===== src/hdl/bptc_pkg.sv =====
// Package: shared types and constants for the button press timer.
`timescale 1ns / 1ps

package bptc_pkg;

  localparam logic [15:0] HOLD_STEP = 16'd10;
  localparam logic [15:0] HOLD_MAX  = 16'd50000;

  localparam int CHORD_A = 2;
  localparam int CHORD_B = 3;

  localparam logic [15:0] PRESS_THRESHOLD_RESET = 16'd50;
  localparam logic [15:0] MODE_DELAY_RESET      = 16'd2000;

  localparam logic REG_PRESS_THRESHOLD = 1'b0;
  localparam logic REG_MODE_DELAY      = 1'b1;

  localparam logic CMD_TICK  = 1'b0;
  localparam logic CMD_CLEAR = 1'b1;

  typedef struct packed {
    logic [15:0] cnt;
    logic        down;
    logic        hit;
  } lane_t;

  typedef struct packed {
    logic [2:0]  button;
    logic [15:0] hold_time;
    logic        press_event;
    logic        uart_mode;
    logic        mode_enter;
    logic        mode_exit;
  } res_t;

endpackage


===== src/hdl/bptc_lane.sv =====
// One button lane: hold counter with saturation and threshold match.
`timescale 1ns / 1ps

module bptc_lane (
  input  logic                clk,
  input  logic                rst,
  input  logic                tick,
  input  logic                level,
  input  logic [15:0]         press_threshold,
  output bptc_pkg::lane_t     lane
);

  logic [15:0] cnt;
  logic [15:0] cnt_next;
  logic        pressed;

  assign pressed = ~level;

  always_comb begin
    cnt_next = cnt;
    if (tick) begin
      if (!pressed) begin
        cnt_next = '0;
      end else if (cnt < bptc_pkg::HOLD_MAX) begin
        cnt_next = cnt + bptc_pkg::HOLD_STEP;
      end
    end
  end

  always_ff @(posedge clk) begin
    if (rst) begin
      cnt <= '0;
    end else begin
      cnt <= cnt_next;
    end
  end

  assign lane.cnt  = cnt_next;
  assign lane.down = tick & pressed;
  assign lane.hit  = (cnt_next == press_threshold);

endmodule


===== src/hdl/bptc_merge.sv =====
// Merge stage: single-press detect, chord mode tracking and result assembly.
`timescale 1ns / 1ps

module bptc_merge #(
  parameter int NUM_BUTTONS = 4
) (
  input  logic                                clk,
  input  logic                                rst,
  input  logic                                tick,
  input  logic                                clear,
  input  bptc_pkg::lane_t [NUM_BUTTONS-1:0]   lanes,
  input  logic [15:0]                         mode_hold_delay,
  output bptc_pkg::res_t                      res
);

  localparam int CW = $clog2(NUM_BUTTONS + 1);

  logic [CW-1:0]          cur;
  logic [CW-1:0]          cur_next;
  logic                   mode;
  logic                   mode_next;
  logic [NUM_BUTTONS-1:0] down;
  logic [NUM_BUTTONS-1:0] hit;
  logic                   single;
  logic                   single_hit;
  logic [CW-1:0]          last;
  logic                   chord;
  logic                   ev;
  logic                   ent;
  logic                   ext;
  logic [15:0]            sel_time;

  always_comb begin
    last = '0;
    for (int i = 0; i < NUM_BUTTONS; i++) begin
      down[i] = lanes[i].down;
      hit[i]  = lanes[i].hit;
      if (lanes[i].down) begin
        last = CW'(i + 1);
      end
    end
  end

  // exactly one button down
  assign single     = (down != '0) && ((down & (down - NUM_BUTTONS'(1))) == '0);
  assign single_hit = single && ((down & hit) != '0);
  assign chord      = (lanes[bptc_pkg::CHORD_A].cnt > mode_hold_delay) &&
                      (lanes[bptc_pkg::CHORD_B].cnt > mode_hold_delay);

  always_comb begin
    cur_next  = cur;
    mode_next = mode;
    ev        = 1'b0;
    ent       = 1'b0;
    ext       = 1'b0;
    if (clear) begin
      cur_next = '0;
    end else if (tick) begin
      if (chord) begin
        if (!mode) begin
          mode_next = 1'b1;
          ent       = 1'b1;
          cur_next  = '0;
        end
      end else begin
        mode_next = 1'b0;
        ext       = mode;
        if (single_hit) begin
          cur_next = last;
          ev       = 1'b1;
        end else begin
          cur_next = '0;
        end
      end
    end
  end

  always_comb begin
    sel_time = '0;
    for (int i = 0; i < NUM_BUTTONS; i++) begin
      if (cur_next == CW'(i + 1)) begin
        sel_time = lanes[i].cnt;
      end
    end
  end

  always_ff @(posedge clk) begin
    if (rst) begin
      cur  <= '0;
      mode <= 1'b0;
    end else begin
      cur  <= cur_next;
      mode <= mode_next;
    end
  end

  assign res.button      = cur_next[2:0];
  assign res.hold_time   = sel_time;
  assign res.press_event = ev;
  assign res.uart_mode   = mode_next;
  assign res.mode_enter  = ent;
  assign res.mode_exit   = ext;

endmodule


===== src/hdl/button_press_timer_chord_mode.sv =====
// A result word is computed from its input word and registered into the output buffer when that word is accepted.
// Throughput: one word per cycle while the output buffer is not full; all button lanes update in parallel.
// A two-entry output buffer keeps input accepted while one result waits.
// Reset (synchronous, active high): lane counters and the merge stage's button and mode clear,
// registers return to threshold 50 and mode delay 2000, output buffer empties.
`timescale 1ns / 1ps

module button_press_timer_chord_mode #(
  parameter int NUM_BUTTONS = 4
) (
  input  logic                   clk,
  input  logic                   rst,
  input  logic                   wr_en,
  input  logic                   wr_index,
  input  logic [15:0]            wr_data,
  input  logic                   in_valid,
  output logic                   in_stall,
  input  logic                   command,
  input  logic [NUM_BUTTONS-1:0] button_levels,
  output logic                   out_valid,
  input  logic                   out_stall,
  output logic [2:0]             reported_button,
  output logic [15:0]            reported_time,
  output logic                   press_event,
  output logic                   uart_mode,
  output logic                   mode_enter,
  output logic                   mode_exit
);

  logic [15:0] press_threshold;
  logic [15:0] mode_hold_delay;

  always_ff @(posedge clk) begin
    if (rst) begin
      press_threshold <= bptc_pkg::PRESS_THRESHOLD_RESET;
      mode_hold_delay <= bptc_pkg::MODE_DELAY_RESET;
    end else if (wr_en) begin
      case (wr_index)
        bptc_pkg::REG_PRESS_THRESHOLD: press_threshold <= wr_data;
        bptc_pkg::REG_MODE_DELAY:      mode_hold_delay <= wr_data;
        default: ;
      endcase
    end
  end

  logic accept;
  logic tick;
  logic clear;

  assign accept = in_valid && !in_stall;
  assign tick   = accept && (command == bptc_pkg::CMD_TICK);
  assign clear  = accept && (command == bptc_pkg::CMD_CLEAR);

  bptc_pkg::lane_t [NUM_BUTTONS-1:0] lanes;

  for (genvar g = 0; g < NUM_BUTTONS; g++) begin : g_lane
    bptc_lane u_lane (
      .clk             (clk),
      .rst             (rst),
      .tick            (tick),
      .level           (button_levels[g]),
      .press_threshold (press_threshold),
      .lane            (lanes[g])
    );
  end

  bptc_pkg::res_t res;

  bptc_merge #(
    .NUM_BUTTONS (NUM_BUTTONS)
  ) u_merge (
    .clk             (clk),
    .rst             (rst),
    .tick            (tick),
    .clear           (clear),
    .lanes           (lanes),
    .mode_hold_delay (mode_hold_delay),
    .res             (res)
  );

  // two-entry output buffer, head in buf0
  bptc_pkg::res_t buf0;
  bptc_pkg::res_t buf1;
  logic [1:0]     count;
  logic           pop;

  assign pop      = out_valid && !out_stall;
  assign in_stall = (count == 2'd2);

  always_ff @(posedge clk) begin
    if (rst) begin
      count <= 2'd0;
    end else begin
      case ({accept, pop})
        2'b10:   count <= count + 2'd1;
        2'b01:   count <= count - 2'd1;
        default: ;
      endcase
    end
  end

  always_ff @(posedge clk) begin
    if (pop) begin
      buf0 <= (count == 2'd2) ? buf1 : res;
    end else if (accept && count == 2'd0) begin
      buf0 <= res;
    end
    if (accept && !pop && count == 2'd1) begin
      buf1 <= res;
    end
  end

  assign out_valid       = (count != 2'd0);
  assign reported_button = buf0.button;
  assign reported_time   = buf0.hold_time;
  assign press_event     = buf0.press_event;
  assign uart_mode       = buf0.uart_mode;
  assign mode_enter      = buf0.mode_enter;
  assign mode_exit       = buf0.mode_exit;

`ifndef SYNTHESIS
  a_enter_exit_excl : assert property (@(posedge clk) disable iff (rst)
    out_valid |-> !(mode_enter && mode_exit))
    else $error("mode enter and exit in one word");

  a_enter_clears : assert property (@(posedge clk) disable iff (rst)
    (out_valid && mode_enter) |-> (reported_button == 3'd0 && uart_mode && !press_event))
    else $error("mode enter word reports a button");

  a_stall_full : assert property (@(posedge clk) disable iff (rst)
    in_stall |-> out_valid)
    else $error("input stalled with empty output buffer");

  a_reset_empty : assert property (@(posedge clk)
    rst |=> !out_valid)
    else $error("output valid right after reset");
`endif

endmodule

===== config.mk =====
export PLATFORM = sky130hd
export DESIGN_NAME = button_press_timer_chord_mode
export DESIGN_NICKNAME = d
export VERILOG_FILES = /design/src/hdl/bptc_pkg.sv /design/src/hdl/bptc_lane.sv /design/src/hdl/bptc_merge.sv /design/src/hdl/button_press_timer_chord_mode.sv
export SDC_FILE = /design/constraint.sdc
export NUM_CORES = 1
export LEC_CHECK = 0
export BUFFER_PORTS_ARGS = -buffer_cell sky130_fd_sc_hd__buf_2
export CORE_MARGIN = 10
export CORE_UTILIZATION = 45
export CTS_CLUSTER_SIZE = 16
export DETAILED_ROUTE_END_ITERATION = 16
export GPL_TIMING_DRIVEN = 1
export HOLD_SLACK_MARGIN = 0.12
export SLEW_MARGIN = 20
export SYNTH_ARGS = -nofsm -noshare
export SYNTH_HDL_FRONTEND = slang
export SYNTH_HIERARCHICAL = 1
export SYNTH_SLANG_ARGS = --single-unit
export TNS_END_PERCENT = 5

===== constraint.sdc =====
create_clock -name clk -period 5.9 [get_ports clk]
set_input_delay 0.59 -clock clk [delete_from_list [all_inputs] [get_ports clk]]
set_output_delay 0.59 -clock clk [all_outputs]
set_load 0.05 [all_outputs]

== Word-level counts from Yosys, hierarchy flattened ==
Cells that the tools add are included.
Cells by class
  add/subtract/negate cells: 7
  magnitude comparators: 6
  equal/unequal tests: 12
  mux-type cells: 43
  bitwise operators: 12
  reductions and logical operators: 22
Operators by type and width (number)
  $mux 16: 16
  $mux 23: 3
  $add 16x4->16 const B: 4
  $eq 16x16->1: 4
  $lt 16x16->1 const B: 4
  $gt 16x16->1: 2
  $mux 3: 6
  $mux 1: 15
  $logic_and 1x1->1: 10
  $and 4x4->4: 2
  $reduce_bool 4->1: 2
  $eq 3x2->1 const B: 2
  $not 1->1: 6
  $reduce_bool 2->1: 3
  $and 1x1->1: 4
  $eq 2x1->1 const B: 2
  $eq 2x2->1 const B: 2
  $logic_not 4->1: 1
  $mux 2: 2
  $pmux 2 s2: 1
  $reduce_and 2->1: 2
  $sub 4x1->4 const B: 1
  $eq 3x1->1 const B: 1
  $eq 3x3->1 const B: 1
  other kinds (4): 6
Word-level totals
  bits in registers: 148
  input bits: 27
  output and inout bits: 25
  logic and storage cells: 123

== Depth between registers and ports, before layout ==
  word-level depth: 21
  gate-level depth with buffers: 24
  mapped depth without buffers: 19

== Modules after synthesis ==
The synthesis kept the hierarchy.
Modules (own cells, without submodules)
  bptc_lane: instances 4, cells each 192, area an instance 1450.1 µm², sequential area each 320.3 µm²
  button_press_timer_chord_mode: instances 1, cells each 240, area an instance 3123.0 µm², sequential area each 2062.0 µm²
  bptc_merge: instances 1, cells each 219, area an instance 1684.1 µm², sequential area each 80.1 µm²

== Worst setup path after synthesis ==
No wires, ideal clock.
  path type: register to register
  start point: register count[0]
  end point: register buf0, in the netlist reported_time[10] (data pin)
  library setup time: 260 ps
  arrival: 5809 ps
  required time: 5640 ps
  path slack: -170 ps
  cell stages (with the launch flop): 22
  path buffers: 2
  clock period less this slack: 6070 ps
  cells stage by stage: dfxtp_1 -> inv_1 -> ha_1 -> nor3b_1 -> nand3_1 -> nor4b_4 -> o32ai_1 -> or4_1 -> a221o_1 -> nor4_1 -> o2111a_1 -> and3_1 -> a22o_1 -> a221oi_1 -> nor3_1 -> o21ai_0 -> o32ai_2 -> or2_0 -> buf_2 -> buf_4 -> o221ai_2 -> mux2_4
RTL lines
  start, declared: line button_press_timer_chord_mode.sv:84  | logic [1:0] count;
  start signal, assigned: line button_press_timer_chord_mode.sv:95  | 2'b10: count <= count + 2'd1;
  start signal, assigned: line button_press_timer_chord_mode.sv:96  | 2'b01: count <= count - 2'd1;
  end signal, assigned: line button_press_timer_chord_mode.sv:104  | buf0 <= (count == 2'd2) ? buf1 : res;
  end signal, assigned: line button_press_timer_chord_mode.sv:106  | buf0 <= res;
  end, declared: line button_press_timer_chord_mode.sv:82  | bptc_pkg::res_t buf0;

==> impl_metrics.toml <==
[run_status]
status = "finished, final reports clean"

[synthesis]
seq_area_frac_synth_pct = 32.3
syn_inst = 1227
syn-num-nets = 1296
synthTopCellsByArea = "dfxtp_1 19%, edfxtp_1 13%, ha_1 5.0%, nand2_1 4.6%, a21oi_1 3.5%"
synth_top_area_share_pct = 19.2
yosys_warnings = 6
synth.avg_cell_area_um2 = 8.65
ys.flop_type = "dfxtp_1"
ys_ff_latch = 148
synthDistinctLibCells = 79
yosysTopAreaCell = "dfxtp_1"
synth_most_common_cell = "nand2_1"
synth_commonest_cells = "129 x nand2_1, 102 x dfxtp_1, 95 x nor2_1, 84 x inv_1, 75 x a21oi_1"
netlist_area_um2 = 10600
synth_edf_count = 46
postSynth.asyncResetShare_pct = 0

[timing]
period_needed_ns = 5.54
relSlewSlack_pct = 29.8
tightestPinTransition_ns = 1.05
skew_ns = 0.0137
period_share_pct = 93.9
rsz0062_at_grt = "false"
hold_violations = 0
drv_slew = 0
fmax_mhz = 180
setup_viol = 0
setup_tns_ns = 0

[critical_path]
start_kind = "register"
end_kind = "register"
reg2regPathDepth = 19
critPathKind = "reg -> reg"
cp.arrival_ns = 5.85
crit_fanout = 36
cp.required_ns = 6.20

[cts]
cts_tree = "built"
htree_levels = 4
cts_hold_buffers = 0
cts_made_buffers = 17
clk_latency_ns = 0.43
clkSinkCount = 148
clk_path_buf_depth = 2
clockRootBuffer = "clkbuf_16"
clk_pin_slew_worst_paths_ns = 0.07

[power]
sw_frac_of_total_pct = 35.3
power_frac_clock_pct = 34.9
power.switching_mw = 1.12
p_int_mw = 2.04
sequentialPowerShare_pct = 39.5
pwr-share-comb_pct = 25.7
leakage_nw = 4.88
powerDensity_nw_per_um2 = 268
ir_drop_mv = 0.196

[placed_design]
io_buffer_count = 51
dpl-instance-area_um2 = 11100
globalplace.congestion = 0.957
post-dp-hpwl_mm = 25.4

[final_layout]
layout.nets = 1344
area_growth_pct = 11.1
antenna_cells = 0
drive_gt1_share_pct = 17.2
fin_area_um2 = 11800

[grt]
grt_first_pass_wirelength_mm = 53.6
grt_max_degree = 103
gr-total-overflow = 0
grt_pass1_vias = 9221
grtUsageTotal_pct = 22.3
grt_antenna_before_repair = 0

[worst_hold_path]
worstHoldPathCells = 3
hp-class = "in -> reg"

[die]
rows = 56
die_y_um = 174
core_area_um2 = 23300
dieArea_um2 = 30100
die_w_um = 174
start_util_pct = 45.5
pin_count = 52

[route]
antenna_left = 0
vias_per_cell = 6.00
first_iter_violations = 795
drt_pass1_iterations = 5
drc = 0
avgRoutedWirePerCell_um = 21.3
num_vias = 9646
routed_wl_mm = 34.2

[flow_run]
cap_violations = 0
## sequential cells by signal (all words and copies together), names as in the netlist
| name | flops |
|---|---|
| g_lane.u_lane/cnt | 64 |
| buf1 | 23 |
| mode_hold_delay | 16 |
| press_threshold | 16 |
| reported_time | 16 |
| reported_button | 3 |
| u_merge/cur | 3 |
| count | 2 |
| mode_enter | 1 |
| mode_exit | 1 |
| press_event | 1 |
| u_merge/mode | 1 |
| uart_mode | 1 |
## critical path, cell delays in order, from the launching register on
cell and delay [ns]:
dfxtp_1 0.37, inv_1 0.09, ha_1 0.31, nor3b_4 0.44, buf_12 0.27, nand2_1 0.09, nor4_1 0.45, a21oi_1 0.15
a31oi_1 0.21, inv_1 0.17, ha_1 0.31, nand4_1 0.14, nor4_1 0.44, a211oi_1 0.18, buf_4 0.18, o31a_1 0.34
o22a_1 0.28, or3_4 0.54, o221ai_1 0.27, mux2_4 0.19
## cell type report
type	instances	area (um2)
clock buffers	21	472
clock inverters	11	114
fillers	2262	11500
inverters	84	315
multi-input cells	928	6430
flip-flops and latches	148	3420
well taps	319	399
repair buffers	96	637
## cell families after synthesis
logic type / synth area share, %
and+or+nand+nor: 25.9
AOI/OAI and AO/OA: 18.4
buffers and inverters: 7.51
muxes: 5.04
DFF: 32.3
xor gates and xnor gates: 5.86
adders and majority gates: 4.95
## cell usage in the layout (no fill, tap or decap), types with 8 or more instances in the layout
cell type,n
nand2_1,129
dfxtp_1,102
nor2_1,95
inv_1,84
a21oi_1,75
nor3_1,51
buf_2,50
edfxtp_1,46
ha_1,42
buf_4,42
o21ai_0,40
xnor2_1,37
nor2b_1,36
nand3_1,36
xor2_1,34
o211ai_1,26
nand3b_1,22
mux2_4,20
nor4_1,20
mux2i_1,20
and2_1,18
clkbuf_16,18
a211oi_1,13
o221ai_2,10
nand4_1,9
nand4_4,8
nand2_2,8
a31oi_1,8
o2111ai_1,8
a32oi_1,8
or4_1,8
o22ai_1,8
a2111oi_0,8
## final timing paths
kind / to / slack (ns) / start
setup / recovery: reported_time[0] / 0.36 / count[0]
hold / removal: mode_hold_delay[7] / 0.38 / wr_data[7]
setup reg to reg: reported_time[0] / 0.36 / count[0]
hold reg to reg: mode_hold_delay[11] / 0.46 / mode_hold_delay[11]
## through the flow
step | std cells | power, mW | setup WS (ns) | utilization [%] | hold slack [ns]
2_1_floorplan | 1227 | 1.83 | 0.319 | - | 0.436
3_3_place_gp | 1571 | 2.06 | 0.423 | 47.8 | 0.445
3_5_place_dp | 1571 | 2.07 | 0.339 | 47.8 | 0.449
4_1_cts | 1603 | 3.16 | 0.298 | 50.3 | 0.364
5_1_grt | 1607 | 3.29 | 0.0315 | 50.5 | 0.378
6_report | 1607 | 3.16 | 0.357 | 50.5 | 0.382
## routing by layer
metal  up-vias  GRT usage [%]  share of wire (%)
li1       4576              -                  -
met1      4624           28.0                 43
met2       370           37.4                 48
met3        76           4.05                5.9
met4         0           8.05                3.2
met5         -              0                  0
## power groups by stage
stage,sequential (mW),combinational (mW),clock [mW]
5_1_grt,1.26,0.872,1.16
3_5_place_dp,1.27,0.798,0
6_report,1.25,0.811,1.10
2_1_floorplan,1.44,0.393,0
4_1_cts,1.25,0.801,1.12
3_3_place_gp,1.27,0.794,0
## repair_timing
action | CTS | global route
buffers inserted | 0 | 3
resized for setup | 0 | 2
endpoints found under the setup margin | 0 | 19
No activity file was read; power rests on OpenSTA's default activity.
